### src/hw/rtl/anf_pkg.sv
// Types, constants and microcode encodings shared by the adaptive notch filter.
package anf_pkg;

    // Field widths of the channel payloads, the configuration register and the internal datapath.
    localparam int SAMPLE_W    = 16;
    localparam int ERROR_W     = 32;
    localparam int COEF_W      = 15;
    localparam int STEP_SIZE_W = 15;
    localparam int RADIUS_W    = 16;
    localparam int WORD_W      = 32;
    localparam int PROD_W      = 64;
    localparam int STEP_W      = 4;

    typedef logic signed [SAMPLE_W-1:0]    t_sample;
    typedef logic signed [ERROR_W-1:0]     t_error;
    typedef logic signed [COEF_W-1:0]      t_coef;
    typedef logic        [STEP_SIZE_W-1:0] t_step_size;
    typedef logic signed [RADIUS_W-1:0]    t_radius;
    typedef logic signed [WORD_W-1:0]      t_word;
    typedef logic signed [PROD_W-1:0]      t_prod;
    typedef logic        [STEP_W-1:0]      t_step;

    // Q15 constants of the pole radius relaxation.
    localparam int DECAY_Q15     = 31129;
    localparam int RHO_FINAL_Q15 = 26214;
    localparam int ONE_Q15       = 32768;
    localparam int RELAX_BIAS    = (ONE_Q15 - DECAY_Q15) * RHO_FINAL_Q15;

    // Coefficient saturation limits, Q14.
    localparam int COEF_MAX = (1 << 14) - 1;
    localparam int COEF_MIN = -(1 << 14);

    // Reset values of the architectural state.
    localparam t_radius    RHO_RESET       = 16'sh7333;
    localparam t_radius    RHO_SQ_RESET    = 16'sh0CCD;
    localparam t_step_size STEP_SIZE_RESET = 15'd1;

    // Multiplier operand A sources.
    typedef enum logic [2:0] {
        OPA_RHO,
        OPA_RHOSQ,
        OPA_COEF,
        OPA_PROD_LO,
        OPA_PROD_MID,
        OPA_D1
    } t_opa;

    // Multiplier operand B sources.
    typedef enum logic [2:0] {
        OPB_DECAY,
        OPB_RHO,
        OPB_D1,
        OPB_D2,
        OPB_ACC,
        OPB_STEP
    } t_opb;

    // Accumulator and state update operations.
    typedef enum logic [2:0] {
        ACC_NONE,
        ACC_RHO,
        ACC_RHOSQ,
        ACC_LOAD,
        ACC_DELAY,
        ACC_ERROR,
        ACC_FINISH
    } t_acc_op;

    // Sequencing condition of a microcode word.
    typedef enum logic [1:0] {
        SEQ_NEXT,
        SEQ_WAIT_IN,
        SEQ_WAIT_OUT,
        SEQ_JUMP_OUT
    } t_seq_cond;

    typedef struct packed {
        t_opa      opa;
        t_opb      opb;
        t_acc_op   acc_op;
        t_seq_cond cond;
        t_step     target;
    } t_uword;

    // Control handed from the sequencer to the datapath.
    typedef struct packed {
        t_opa    opa;
        t_opb    opb;
        t_acc_op acc_op;
        logic    advance;
    } t_dp_ctrl;

endpackage

### src/hw/rtl/anf_sample_if.sv
// Input channel carrying one Q15 sample per transaction.
interface anf_sample_if import anf_pkg::*; ();
    logic    valid;
    logic    ready;
    t_sample sample;

    modport source (output valid, output sample, input ready);
    modport sink (input valid, input sample, output ready);
endinterface

### src/hw/rtl/anf_result_if.sv
// Output channel carrying the notch error and the coefficient per transaction.
interface anf_result_if import anf_pkg::*; ();
    logic   valid;
    logic   ready;
    t_error error_out;
    t_coef  coefficient_out;

    modport source (output valid, output error_out, output coefficient_out, input ready);
    modport sink (input valid, input error_out, input coefficient_out, output ready);
endinterface

### src/hw/rtl/anf_mul.sv
// Shared 32 by 32 signed multiplier with a registered product.
module anf_mul import anf_pkg::*; (
    input  logic  i_clk,
    input  t_word i_opa,
    input  t_word i_opb,
    output t_prod o_prod
);

    t_prod r_prod;

    always_ff @(posedge i_clk) begin
        r_prod <= i_opa * i_opb;
    end

    assign o_prod = r_prod;

endmodule

### src/hw/rtl/anf_seq.sv
// Microcode sequencer: step counter, program table and jump logic.
module anf_seq import anf_pkg::*; (
    input  logic     i_clk,
    input  logic     i_rst_n,
    input  logic     i_in_valid,
    input  logic     i_out_free,
    output logic     o_in_ready,
    output t_dp_ctrl o_ctrl
);

    // Program addresses.
    localparam t_step S_IDLE   = 4'd0;
    localparam t_step S_RELAX  = 4'd1;
    localparam t_step S_RADIUS = 4'd2;
    localparam t_step S_SQUARE = 4'd3;
    localparam t_step S_RSQ    = 4'd4;
    localparam t_step S_FB1    = 4'd5;
    localparam t_step S_FB2    = 4'd6;
    localparam t_step S_STORE  = 4'd7;
    localparam t_step S_ERROR  = 4'd8;
    localparam t_step S_GRAD   = 4'd9;
    localparam t_step S_SCALE  = 4'd10;
    localparam t_step S_UPDATE = 4'd11;

    t_step  r_step;
    t_step  n_step;
    t_uword w_uword;
    logic   w_advance;

    // The product of each multiply lands in the product register, where the next step reads it.
    // The gradient step waits for a free output register; its operands do not
    // change while it waits, so the product seen by the next step stays valid.
    always_comb begin
        case (r_step)
            S_IDLE:   w_uword = '{OPA_RHO,      OPB_DECAY, ACC_NONE,   SEQ_WAIT_IN,  S_IDLE};
            S_RELAX:  w_uword = '{OPA_RHO,      OPB_DECAY, ACC_NONE,   SEQ_NEXT,     S_IDLE};
            S_RADIUS: w_uword = '{OPA_RHO,      OPB_RHO,   ACC_RHO,    SEQ_NEXT,     S_IDLE};
            S_SQUARE: w_uword = '{OPA_RHO,      OPB_RHO,   ACC_NONE,   SEQ_NEXT,     S_IDLE};
            S_RSQ:    w_uword = '{OPA_COEF,     OPB_RHO,   ACC_RHOSQ,  SEQ_NEXT,     S_IDLE};
            S_FB1:    w_uword = '{OPA_PROD_LO,  OPB_D1,    ACC_NONE,   SEQ_NEXT,     S_IDLE};
            S_FB2:    w_uword = '{OPA_RHOSQ,    OPB_D2,    ACC_LOAD,   SEQ_NEXT,     S_IDLE};
            S_STORE:  w_uword = '{OPA_COEF,     OPB_D1,    ACC_DELAY,  SEQ_NEXT,     S_IDLE};
            S_ERROR:  w_uword = '{OPA_RHO,      OPB_RHO,   ACC_ERROR,  SEQ_NEXT,     S_IDLE};
            S_GRAD:   w_uword = '{OPA_D1,       OPB_ACC,   ACC_NONE,   SEQ_WAIT_OUT, S_IDLE};
            S_SCALE:  w_uword = '{OPA_PROD_MID, OPB_STEP,  ACC_NONE,   SEQ_NEXT,     S_IDLE};
            S_UPDATE: w_uword = '{OPA_RHO,      OPB_RHO,   ACC_FINISH, SEQ_JUMP_OUT, S_IDLE};
            default:  w_uword = '{OPA_RHO,      OPB_RHO,   ACC_NONE,   SEQ_JUMP_OUT, S_IDLE};
        endcase
    end

    always_comb begin
        case (w_uword.cond)
            SEQ_NEXT:     w_advance = 1'b1;
            SEQ_WAIT_IN:  w_advance = i_in_valid;
            SEQ_WAIT_OUT: w_advance = i_out_free;
            SEQ_JUMP_OUT: w_advance = i_out_free;
            default:      w_advance = 1'b0;
        endcase
        n_step = r_step;
        if (w_advance) begin
            if (w_uword.cond == SEQ_JUMP_OUT) begin
                n_step = w_uword.target;
            end else begin
                n_step = r_step + 1'b1;
            end
        end
    end

    always_ff @(posedge i_clk) begin
        if (!i_rst_n) begin
            r_step <= S_IDLE;
        end else begin
            r_step <= n_step;
        end
    end

    assign o_in_ready     = (w_uword.cond == SEQ_WAIT_IN);
    assign o_ctrl.opa     = w_uword.opa;
    assign o_ctrl.opb     = w_uword.opb;
    assign o_ctrl.acc_op  = w_uword.acc_op;
    assign o_ctrl.advance = w_advance;

endmodule

### src/hw/rtl/anf_datapath.sv
// Datapath: filter state, operand selection, accumulator and coefficient update.
module anf_datapath import anf_pkg::*; (
    input  logic       i_clk,
    input  logic       i_rst_n,
    input  t_dp_ctrl   i_ctrl,
    input  logic       i_in_accept,
    input  t_sample    i_sample,
    input  logic       i_cfg_wr_en,
    input  t_step_size i_cfg_wr_data,
    output t_error     o_error,
    output t_coef      o_coefficient
);

    // Architectural state. The circular delay line is kept as two taps:
    // r_d1 is the older entry, read with the coefficient, r_d2 the newest one.
    t_radius    r_rho;
    t_radius    r_rho_sq;
    t_coef      r_coef;
    t_word      r_d1;
    t_word      r_d2;
    t_step_size r_step_size;

    // Working registers.
    t_sample r_y;
    t_word   r_acc;
    t_word   r_dnew;
    t_error  r_err;

    t_word            w_opa;
    t_word            w_opb;
    t_prod            w_prod;
    t_word            w_hi;
    t_word            w_relax;
    t_word            w_delay;
    t_word            w_error;
    logic signed [32:0] w_coef_sum;
    t_coef            w_coef_new;

    anf_mul u_mul (
        .i_clk  (i_clk),
        .i_opa  (w_opa),
        .i_opb  (w_opb),
        .o_prod (w_prod)
    );

    always_comb begin
        case (i_ctrl.opa)
            OPA_RHO:      w_opa = WORD_W'(r_rho);
            OPA_RHOSQ:    w_opa = WORD_W'(r_rho_sq);
            OPA_COEF:     w_opa = WORD_W'(r_coef);
            OPA_PROD_LO:  w_opa = w_prod[31:0];
            OPA_PROD_MID: w_opa = w_prod[45:14];
            OPA_D1:       w_opa = r_d1;
            default:      w_opa = '0;
        endcase
        case (i_ctrl.opb)
            OPB_DECAY: w_opb = WORD_W'(DECAY_Q15);
            OPB_RHO:   w_opb = WORD_W'(r_rho);
            OPB_D1:    w_opb = r_d1;
            OPB_D2:    w_opb = r_d2;
            OPB_ACC:   w_opb = r_acc;
            OPB_STEP:  w_opb = {{(WORD_W-STEP_SIZE_W){1'b0}}, r_step_size};
            default:   w_opb = '0;
        endcase
    end

    // Only the low 32 bits of each shifted term reach the wrapped results,
    // so the product is sliced instead of carried at full width.
    always_comb begin
        w_hi       = w_prod[46:15];
        w_relax    = w_prod[31:0] + WORD_W'(RELAX_BIAS);
        w_delay    = r_acc - w_hi + WORD_W'(r_y);
        w_error    = {r_acc[28:0], 3'b000} - w_hi + {r_d2[28:0], 3'b000};
        w_coef_sum = 33'(r_coef) + {w_prod[31], w_prod[31:0]};
        if (w_coef_sum > 33'(COEF_MAX)) begin
            w_coef_new = COEF_W'(COEF_MAX);
        end else if (w_coef_sum < 33'(COEF_MIN)) begin
            w_coef_new = COEF_W'(COEF_MIN);
        end else begin
            w_coef_new = w_coef_sum[14:0];
        end
    end

    always_ff @(posedge i_clk) begin
        if (!i_rst_n) begin
            r_rho       <= RHO_RESET;
            r_rho_sq    <= RHO_SQ_RESET;
            r_coef      <= '0;
            r_d1        <= '0;
            r_d2        <= '0;
            r_step_size <= STEP_SIZE_RESET;
        end else begin
            if (i_cfg_wr_en) begin
                r_step_size <= i_cfg_wr_data;
            end
            if (i_ctrl.advance) begin
                case (i_ctrl.acc_op)
                    ACC_RHO:    r_rho    <= w_relax[30:15];
                    ACC_RHOSQ:  r_rho_sq <= w_prod[30:15];
                    ACC_FINISH: begin
                        r_coef <= w_coef_new;
                        r_d1   <= r_d2;
                        r_d2   <= r_dnew;
                    end
                    default: ;
                endcase
            end
        end
    end

    always_ff @(posedge i_clk) begin
        if (i_in_accept) begin
            r_y <= i_sample;
        end
        if (i_ctrl.advance) begin
            case (i_ctrl.acc_op)
                ACC_LOAD:  r_acc <= w_hi;
                ACC_DELAY: begin
                    r_acc  <= w_delay;
                    r_dnew <= w_delay;
                end
                ACC_ERROR:  r_acc <= w_error;
                ACC_FINISH: r_err <= r_acc;
                default: ;
            endcase
        end
    end

    assign o_error       = r_err;
    assign o_coefficient = r_coef;

endmodule

### src/hw/rtl/adaptive_notch_filter_q15.sv
// Top level of the LMS adaptive second-order notch filter on Q15 samples.
//
//   channel      direction  payload                              handshake
//   i_sample     in         sample (16b signed, Q15)             valid / ready
//   o_result     out        error_out (32b), coefficient_out     valid / ready
//   i_cfg_wr_*   in         step_size (15b unsigned)             write enable only
//
// Each item runs through one wait step and eleven microcode steps that share
// a single registered 32x32 multiplier; the next sample is accepted only
// after the last of them, back in the wait step.
// The result sits in an output register, so the next sample is processed while
// an earlier transaction waits to be taken; the gradient step stalls only if the
// previous result is still held. Reset is synchronous and active low and has
// no clearing pass; step_size returns to 1 and may be written whenever idle.
module adaptive_notch_filter_q15 import anf_pkg::*; (
    input  logic              i_clk,
    input  logic              i_rst_n,
    anf_sample_if.sink        i_sample,
    anf_result_if.source      o_result,
    input  logic              i_cfg_wr_en,
    input  t_step_size        i_cfg_wr_data
);

    t_dp_ctrl w_ctrl;
    logic     w_in_ready;
    logic     w_in_accept;
    logic     w_out_free;
    logic     w_finish;
    logic     r_out_valid;
    t_error   w_error;
    t_coef    w_coef;

    // A sample transaction completes when the sequencer sits in its wait step
    // and the source offers valid data. Nothing is taken while reset is held.
    assign i_sample.ready = w_in_ready & i_rst_n;
    assign w_in_accept    = i_sample.valid & i_sample.ready;

    // The output register can take a new result when it is empty or when its
    // current transaction completes at this edge.
    assign w_out_free = !r_out_valid || o_result.ready;
    assign w_finish   = w_ctrl.advance && (w_ctrl.acc_op == ACC_FINISH);

    anf_seq u_seq (
        .i_clk      (i_clk),
        .i_rst_n    (i_rst_n),
        .i_in_valid (i_sample.valid),
        .i_out_free (w_out_free),
        .o_in_ready (w_in_ready),
        .o_ctrl     (w_ctrl)
    );

    anf_datapath u_dp (
        .i_clk         (i_clk),
        .i_rst_n       (i_rst_n),
        .i_ctrl        (w_ctrl),
        .i_in_accept   (w_in_accept),
        .i_sample      (i_sample.sample),
        .i_cfg_wr_en   (i_cfg_wr_en),
        .i_cfg_wr_data (i_cfg_wr_data),
        .o_error       (w_error),
        .o_coefficient (w_coef)
    );

    // Result valid is set by the final microcode step and cleared when the
    // sink takes the transaction.
    always_ff @(posedge i_clk) begin
        if (!i_rst_n) begin
            r_out_valid <= 1'b0;
        end else if (w_finish) begin
            r_out_valid <= 1'b1;
        end else if (o_result.ready) begin
            r_out_valid <= 1'b0;
        end
    end

    // The coefficient register only changes in the final step, which follows
    // the wait for a free output register, so it can drive the port directly.
    assign o_result.valid           = r_out_valid;
    assign o_result.error_out       = w_error;
    assign o_result.coefficient_out = w_coef;

    // After a sample is taken the sequencer is busy for the next cycle.
    a_busy_after_accept: assert property (@(posedge i_clk) disable iff (!i_rst_n)
        w_in_accept |=> !i_sample.ready)
        else $error("sample ready stayed high after an accepted transaction");

    // A new result appears only as the product of the final microcode step.
    a_result_from_update: assert property (@(posedge i_clk) disable iff (!i_rst_n)
        $rose(o_result.valid) |-> $past(w_finish))
        else $error("result valid rose without a coefficient update");

    // The final step never overwrites a result that has not been taken.
    a_no_overwrite: assert property (@(posedge i_clk) disable iff (!i_rst_n)
        w_finish |-> (!r_out_valid || o_result.ready))
        else $error("pending result overwritten");

    // While waiting for a sample the datapath state is left alone.
    a_idle_quiet: assert property (@(posedge i_clk) disable iff (!i_rst_n)
        i_sample.ready |-> (w_ctrl.acc_op == ACC_NONE))
        else $error("datapath update issued during the wait step");

endmodule
### src/flat_wrapper.sv
// flat-port wrapper written by rule: the top's interface ports become plain ports
module adaptive_notch_filter_q15_flat import anf_pkg::*;
  (i_clk, i_rst_n, i_cfg_wr_en, i_cfg_wr_data, i_sample_valid, i_sample_sample, i_sample_ready, o_result_valid, o_result_error_out, o_result_coefficient_out, o_result_ready);
  anf_sample_if i_sample_i ();
  anf_result_if o_result_i ();
  input  logic i_clk;
  input  logic i_rst_n;
  input  logic i_cfg_wr_en;
  input  t_step_size i_cfg_wr_data;
  input wire logic [$bits(i_sample_i.valid)-1:0] i_sample_valid;
  input wire logic [$bits(i_sample_i.sample)-1:0] i_sample_sample;
  output wire logic [$bits(i_sample_i.ready)-1:0] i_sample_ready;
  output wire logic [$bits(o_result_i.valid)-1:0] o_result_valid;
  output wire logic [$bits(o_result_i.error_out)-1:0] o_result_error_out;
  output wire logic [$bits(o_result_i.coefficient_out)-1:0] o_result_coefficient_out;
  input wire logic [$bits(o_result_i.ready)-1:0] o_result_ready;
  assign i_sample_i.valid = i_sample_valid;
  assign i_sample_i.sample = i_sample_sample;
  assign i_sample_ready = i_sample_i.ready;
  assign o_result_valid = o_result_i.valid;
  assign o_result_error_out = o_result_i.error_out;
  assign o_result_coefficient_out = o_result_i.coefficient_out;
  assign o_result_i.ready = o_result_ready;
  adaptive_notch_filter_q15 u_core (.i_clk(i_clk), .i_rst_n(i_rst_n), .i_sample(i_sample_i), .o_result(o_result_i), .i_cfg_wr_en(i_cfg_wr_en), .i_cfg_wr_data(i_cfg_wr_data));
endmodule
### config.mk
export PLATFORM = sky130hd
export DESIGN_NAME = adaptive_notch_filter_q15_flat
export DESIGN_NICKNAME = d
export VERILOG_FILES = /design/src/hw/rtl/anf_pkg.sv /design/src/hw/rtl/anf_sample_if.sv /design/src/hw/rtl/anf_result_if.sv /design/src/hw/rtl/anf_mul.sv /design/src/hw/rtl/anf_seq.sv /design/src/hw/rtl/anf_datapath.sv /design/src/hw/rtl/adaptive_notch_filter_q15.sv /design/src/flat_wrapper.sv
export SDC_FILE = /design/constraint.sdc
export NUM_CORES = 2
export LEC_CHECK = 0
export ABC_AREA = 0
export BUFFER_PORTS_ARGS = -buffer_cell sky130_fd_sc_hd__buf_2
export CORE_MARGIN = 4
export CORE_UTILIZATION = 50
export CTS_CLUSTER_DIAMETER = 150
export DETAILED_ROUTE_END_ITERATION = 6
export GPL_ROUTABILITY_DRIVEN = 0
export PLACE_DENSITY_LB_ADDON = 0.08
export RECOVER_POWER = 50
export SLEW_MARGIN = 20
export SYNTH_ARGS = -nofsm -noshare
export SYNTH_HDL_FRONTEND = slang
export SYNTH_HIERARCHICAL = 1
export SYNTH_SLANG_ARGS = --single-unit
### constraint.sdc
create_clock -name i_clk -period 27.7 [get_ports i_clk]
set_input_delay 4.155 -clock i_clk [delete_from_list [all_inputs] [get_ports i_clk]]
set_output_delay 4.155 -clock i_clk [all_outputs]
set_load 0.02 [all_outputs]
Word-level counts from Yosys, hierarchy flattened
Memories as Yosys holds them, arrays and structs flattened. A register that Yosys moved wholly into a read port is not among the register bits.
Cells that the tools add are included.
{ "word_totals": {"regBits": 290, "romBits": 176, "input_bits": 36, "output_inout_bits": 49, "wordCells": 70, "memories": 1} }
{ "mem_list": {"columns": ["memory", "depth", "width", "rd", "rd_ports_with_merged_regs", "wr", "line", "rtl"], "rows": [
  ["(name not given)", 16, 11, 1, 1, 0, "anf_seq.sv:34", "case (r_step)"]
]} }
{ "classes": {"add_sub_neg": 7, "n_mul": 1, "n_lt_le_gt_ge": 2, "eq_ne": 19, "muxes": 11, "bitwise_logic": 2, "reduce_logical": 14} }
{ "ops": {"columns": ["op", "count"], "rows": [
  ["$pmux W32 S6", 2],
  ["$pmux W32 S3", 1],
  ["$sub A32 B32 Y32", 2],
  ["$mul A32 B32 Y47", 1],
  ["$add A15 B32 Y33", 1],
  ["$gt A33 B15 Y1 const B", 1],
  ["$lt A33 B15 Y1 const B", 1],
  ["$add A32 B16 Y32", 1],
  ["$add A32 B32 Y32", 1],
  ["$add A31 B27 Y31 const B", 1],
  ["$mux W15", 2],
  ["$eq A3 B3 Y1 const B", 7],
  ["$eq A3 B2 Y1 const B", 6],
  ["$mux W4", 3],
  ["$reduce_and A2 Y1", 5],
  ["$eq A3 B1 Y1 const B", 3],
  ["$logic_not A3 Y1", 2],
  ["$add A4 B1 Y4 const B", 1],
  ["$eq A2 B2 Y1 const B", 2],
  ["$pmux W1 S3", 1],
  ["$reduce_bool A3 Y1", 1],
  ["$and A1 B1 Y1", 2],
  ["$eq A2 B1 Y1 const B", 1],
  ["$logic_not A2 Y1", 1],
  ["other kinds (6)", 7]
]} }

Longest topological paths before layout
{ "depth": {"ltp_word": 5, "ltp_mapped": 37} }

Cells and area by module
Netlist, hierarchy kept.
{ "modules_own_cells": {"columns": ["mod", "instances", "cells_per_inst", "area_per_inst_um2", "seq_area_each_um2"], "rows": [
  ["anf_mul", 1, 3910, 37414.6, 1281.2],
  ["anf_datapath", 1, 2081, 17914.7, 5885.6],
  ["anf_seq", 1, 90, 848.3, 280.3],
  ["adaptive_notch_filter_q15", 1, 6, 55.1, 20.0]
]} }

Least setup slack after synthesis
OpenSTA, ideal clock, no wires.
{ "synth_timing": {"kind": "reg2reg", "startpoint": "register u_core/u_seq/w_uword[9] (netlist name)", "endpoint": "register u_core/u_dp/u_mul/o_prod[63] (netlist name)", "arrival_ps": 8854, "slack_ps": 18768, "path_stages_with_launch": 32, "path_buffers": 5, "path_cell_list": "dfxtp_1 > buf_4 > clkbuf_1 > clkbuf_1 > buf_1 > mux2i_1 > o22ai_1 > clkbuf_1 > nand2_1 > inv_1 > fa_1 > fa_1 > fa_1 > fa_1 > inv_1 > fa_1 > inv_1 > fa_1 > inv_1 > fa_1 > inv_1 > fa_1 > ha_1 > a21o_1 > a21oi_1 > nor2_1 > nor2_1 > nor2_1 > a211oi_1 > o31ai_4 > and4_1 > nor3_1"} }

Worst setup path in the final report
{ "layout_timing": {"startpoint": "register u_core/u_seq/w_uword[13] (netlist name)", "endpoint": "register u_core.u_dp.u_mul.r_prod[45], in the netlist u_core/u_dp/u_mul/o_prod[45]"} }
{ "layout_between": {"elab_chain_len": 3, "word_cells_on_any_way": 8} }
{ "layout_rtl": {"columns": ["item", "line", "rtl"], "rows": [
  ["$eq A3 B3 Y1 (tied with other cells)", "anf_datapath.sv:47", "case (i_ctrl.opa)"],
  ["$pmux W32 S6 (*)", "anf_datapath.sv:47", null],
  ["via u_core.u_dp.w_opa[0]", "anf_datapath.sv:29", "t_word w_opa;"],
  ["$mul A32 B32 Y47 (*)", "anf_mul.sv:12", "r_prod <= i_opa * i_opb;"],
  ["end signal, assigned", "anf_mul.sv:12", null],
  ["end, declared", "anf_mul.sv:9", "t_prod r_prod;"]
]} }
The timed path passes the listed nets; every way through them passes the cells marked *.
A chain may end at the register's enable or synchronous reset.

==> results.md <==
* Run status: finished, violations left
* Violations in the final reports: capacitance limit, slew limit
* Placed wire-length estimate at 112000 um
* End-of-flow core utilization at 53.3%
* Wire length of the first global-routing pass at 228000 um
* Reg2Reg Depth at 27
* Most frequent cell on the critical path: fa_1
* Maximum level of the CTS H-tree at 1
* Synth Area per Inst at 9.07 um2
* Critical path's largest stage delay at between 1 and 1.5 ns
* Number of antenna-violating nets in the routed design at 0
* Slew Limit Fails at 231
* Most frequent cells in the layout: 1002 x inv_1, 899 x fa_1, 717 x nand2_1
* CP Capture Type: flop
* Final-layout setup total negative slack at 0 ns
* Maximum count of clock buffers along a single path at 3
* Antenna violations before repair at 9
* Reg2reg end: u_core/u_dp/u_mul/o_prod[45]
* Fraction of final layout cells sized beyond drive strength 1 at 5.90%
* Most frequent standard cell in the layout excluding fill and tap cells: inv_1
* Tightest Pin Transition at between 2 and 2.5 ns
* Detailed-route vias per instance at 5.65
* Largest net degree at the start of global routing at 66
* Clock latency on the worst-skew pair at approximately 0.60 ns
* Chip Width at 319 um
* Buffer count from post-CTS setup fixing at 0
* RSZ-0062 raised after global routing: false
* Number of resized instances in the post-cts repair step at 0
* Clock sink count at 300
* FP Rows at approximately 110
* Final net count at 6417
* Kind of start point of the critical path: flop
* Die span in y at approximately 320 um
* Final setup violation count at 0
* Number of global-route vias before repair at 37900
* WHS at 0.459 ns
* Type of the most critical hold path: reg2reg
* Required time at the endpoint of the critical path at 28.18 ns
* Area enclosed by the die boundary at 0.102 mm2
* Peak Freq at 88.0 MHz
* Setup Skew at between 0.02 and 0.025 ns
* CTS root buf: clkbuf_16
* Portion of the clock cycle consumed by the worst path in the final layout at about two fifths
* Clock tree from TritonCTS: done
* Worst relative slew slack at -63.9%
* Tot GR Track Use at 28.8%
* Origin of the critical flop-to-flop path: u_core/u_seq/w_uword[13]
* Count of final hold-check violations at 0
* Number of vias after detailed routing at about 37000
* Critical Path End: u_core/u_dp/u_mul/o_prod[45]
* Clock slew seen by the registers of the worst setup and hold paths at 0.06 ns
* Worst Setup SP: u_core/u_seq/w_uword[13]
* CTS Hold Buffers Added at 0
* Routed wire per std cell at 22.4 um
* Leftover overflow at the end of global routing at 0
* Antenna Cells at 0
* Summed instance area of the synthesized netlist at around 0.048 mm2
* Min cycle time layout at 11.36 ns
* Num CTS Buffers at 30
* I/O pin count at 85
* Library cell contributing the largest single delay on the critical path: clkbuf_1
* Iter 0 DRT Violations at 3000
* Port Buffer Count at between 80 and 90
* Sum of routed wire length over all layers at roughly 150000 um
* Highest net fanout along the worst path at 32
* Core footprint at 0.0956 mm2
* Warnings, synthesis at 6
* Max capacitance violation total at 6
* Syn Nets at 6544
* Effective utilization at floorplan at 50.7%
* Post-synthesis to final-layout area growth at 5.17%
* Critical path arrival at 11.84 ns
* Slack of the worst reg-to-reg path at 16.34 ns
* Number of instances in the synthesized netlist at 5343
* Worst setup path category: reg2reg
* Number of detailed-routing iterations run before antenna repair at 6
* DR DRC count at 0
[routing by layer]
layer,up-vias,track usage (%),wire [um]
met1,19000,39.0,60400
met2,1195,49.2,71400
met5,-,0,37
met3,242,3.67,9080
li1,16300,-,-
met4,6,7.09,4500
[worst min path at each step]
stage	startpoint	to	depth (start not counted)	slack, ns
global placement	u_core/u_dp/r_rho_sq[14]	u_core/u_dp/r_rho_sq[14]	2	0.44
detailed placement	u_core/u_dp/r_rho_sq[14]	u_core/u_dp/r_rho_sq[14]	2	0.45
CTS	u_core/u_dp/r_rho_sq[12]	u_core/u_dp/r_rho_sq[12]	2	0.46
global route	u_core/u_dp/r_rho_sq[8]	u_core/u_dp/r_rho_sq[8]	2	0.48
finish	u_core/u_dp/r_rho_sq[12]	u_core/u_dp/r_rho_sq[12]	2	0.46
floorplan	u_core/u_dp/r_step_size[0]	u_core/u_dp/r_step_size[0]	2	0.43
[registers in the layout (all words and copies together) (netlist names)]
signal / count
u_core/u_seq/w_uword: 10
u_core/u_dp/r_acc: 32
u_core/u_dp/r_d1: 32
u_core/o_result.valid: 1
u_core/u_dp/r_rho_sq: 16
u_core/u_dp/r_step_size: 15
u_core/u_dp/r_y: 16
u_core/u_dp/u_mul/o_prod: 47
u_core/u_dp/r_rho: 16
u_core/u_seq/r_step: 4
u_core/u_dp/o_error: 32
u_core/u_dp/r_d2: 32
u_core/u_dp/o_coefficient: 15
u_core/u_dp/r_dnew: 32
[worst max-delay path: cells and delay by family, from the launching register on]
| kind | cells | cell delay (ns) |
|---|---|---|
| simple gates | 7 | 1.76 |
| fa+ha+maj | 9 | 4.17 |
| flops | 1 | 0.31 |
| buf+inv | 5 | 3.86 |
| xor+xnor | 1 | 0.12 |
| compound gates | 5 | 0.96 |
[per-stage QoR]
step	worst slack (ns)	cell area, um2	std cells
2_1_floorplan	19.18	48500	5343
3_3_place_gp	17.91	50100	6449
3_5_place_dp	17.81	50100	6449
4_1_cts	17.76	51100	6504
5_1_grt	15.88	51000	6504
6_report	16.34	51000	6504
[layout make-up]
class,count,area [um2]
Clock buffer,44,887
Clock inverter,11,90.1
Fill cell,8993,44600
Inverter,1005,3770
Multi-Input combinational cell,3713,36500
Sequential cell,300,7130
Tap cell,1265,1580
Timing Repair Buffer,166,956
Power is not shown: default switching activity piles up to over one toggle a cycle in this logic, so the estimate is an artifact.
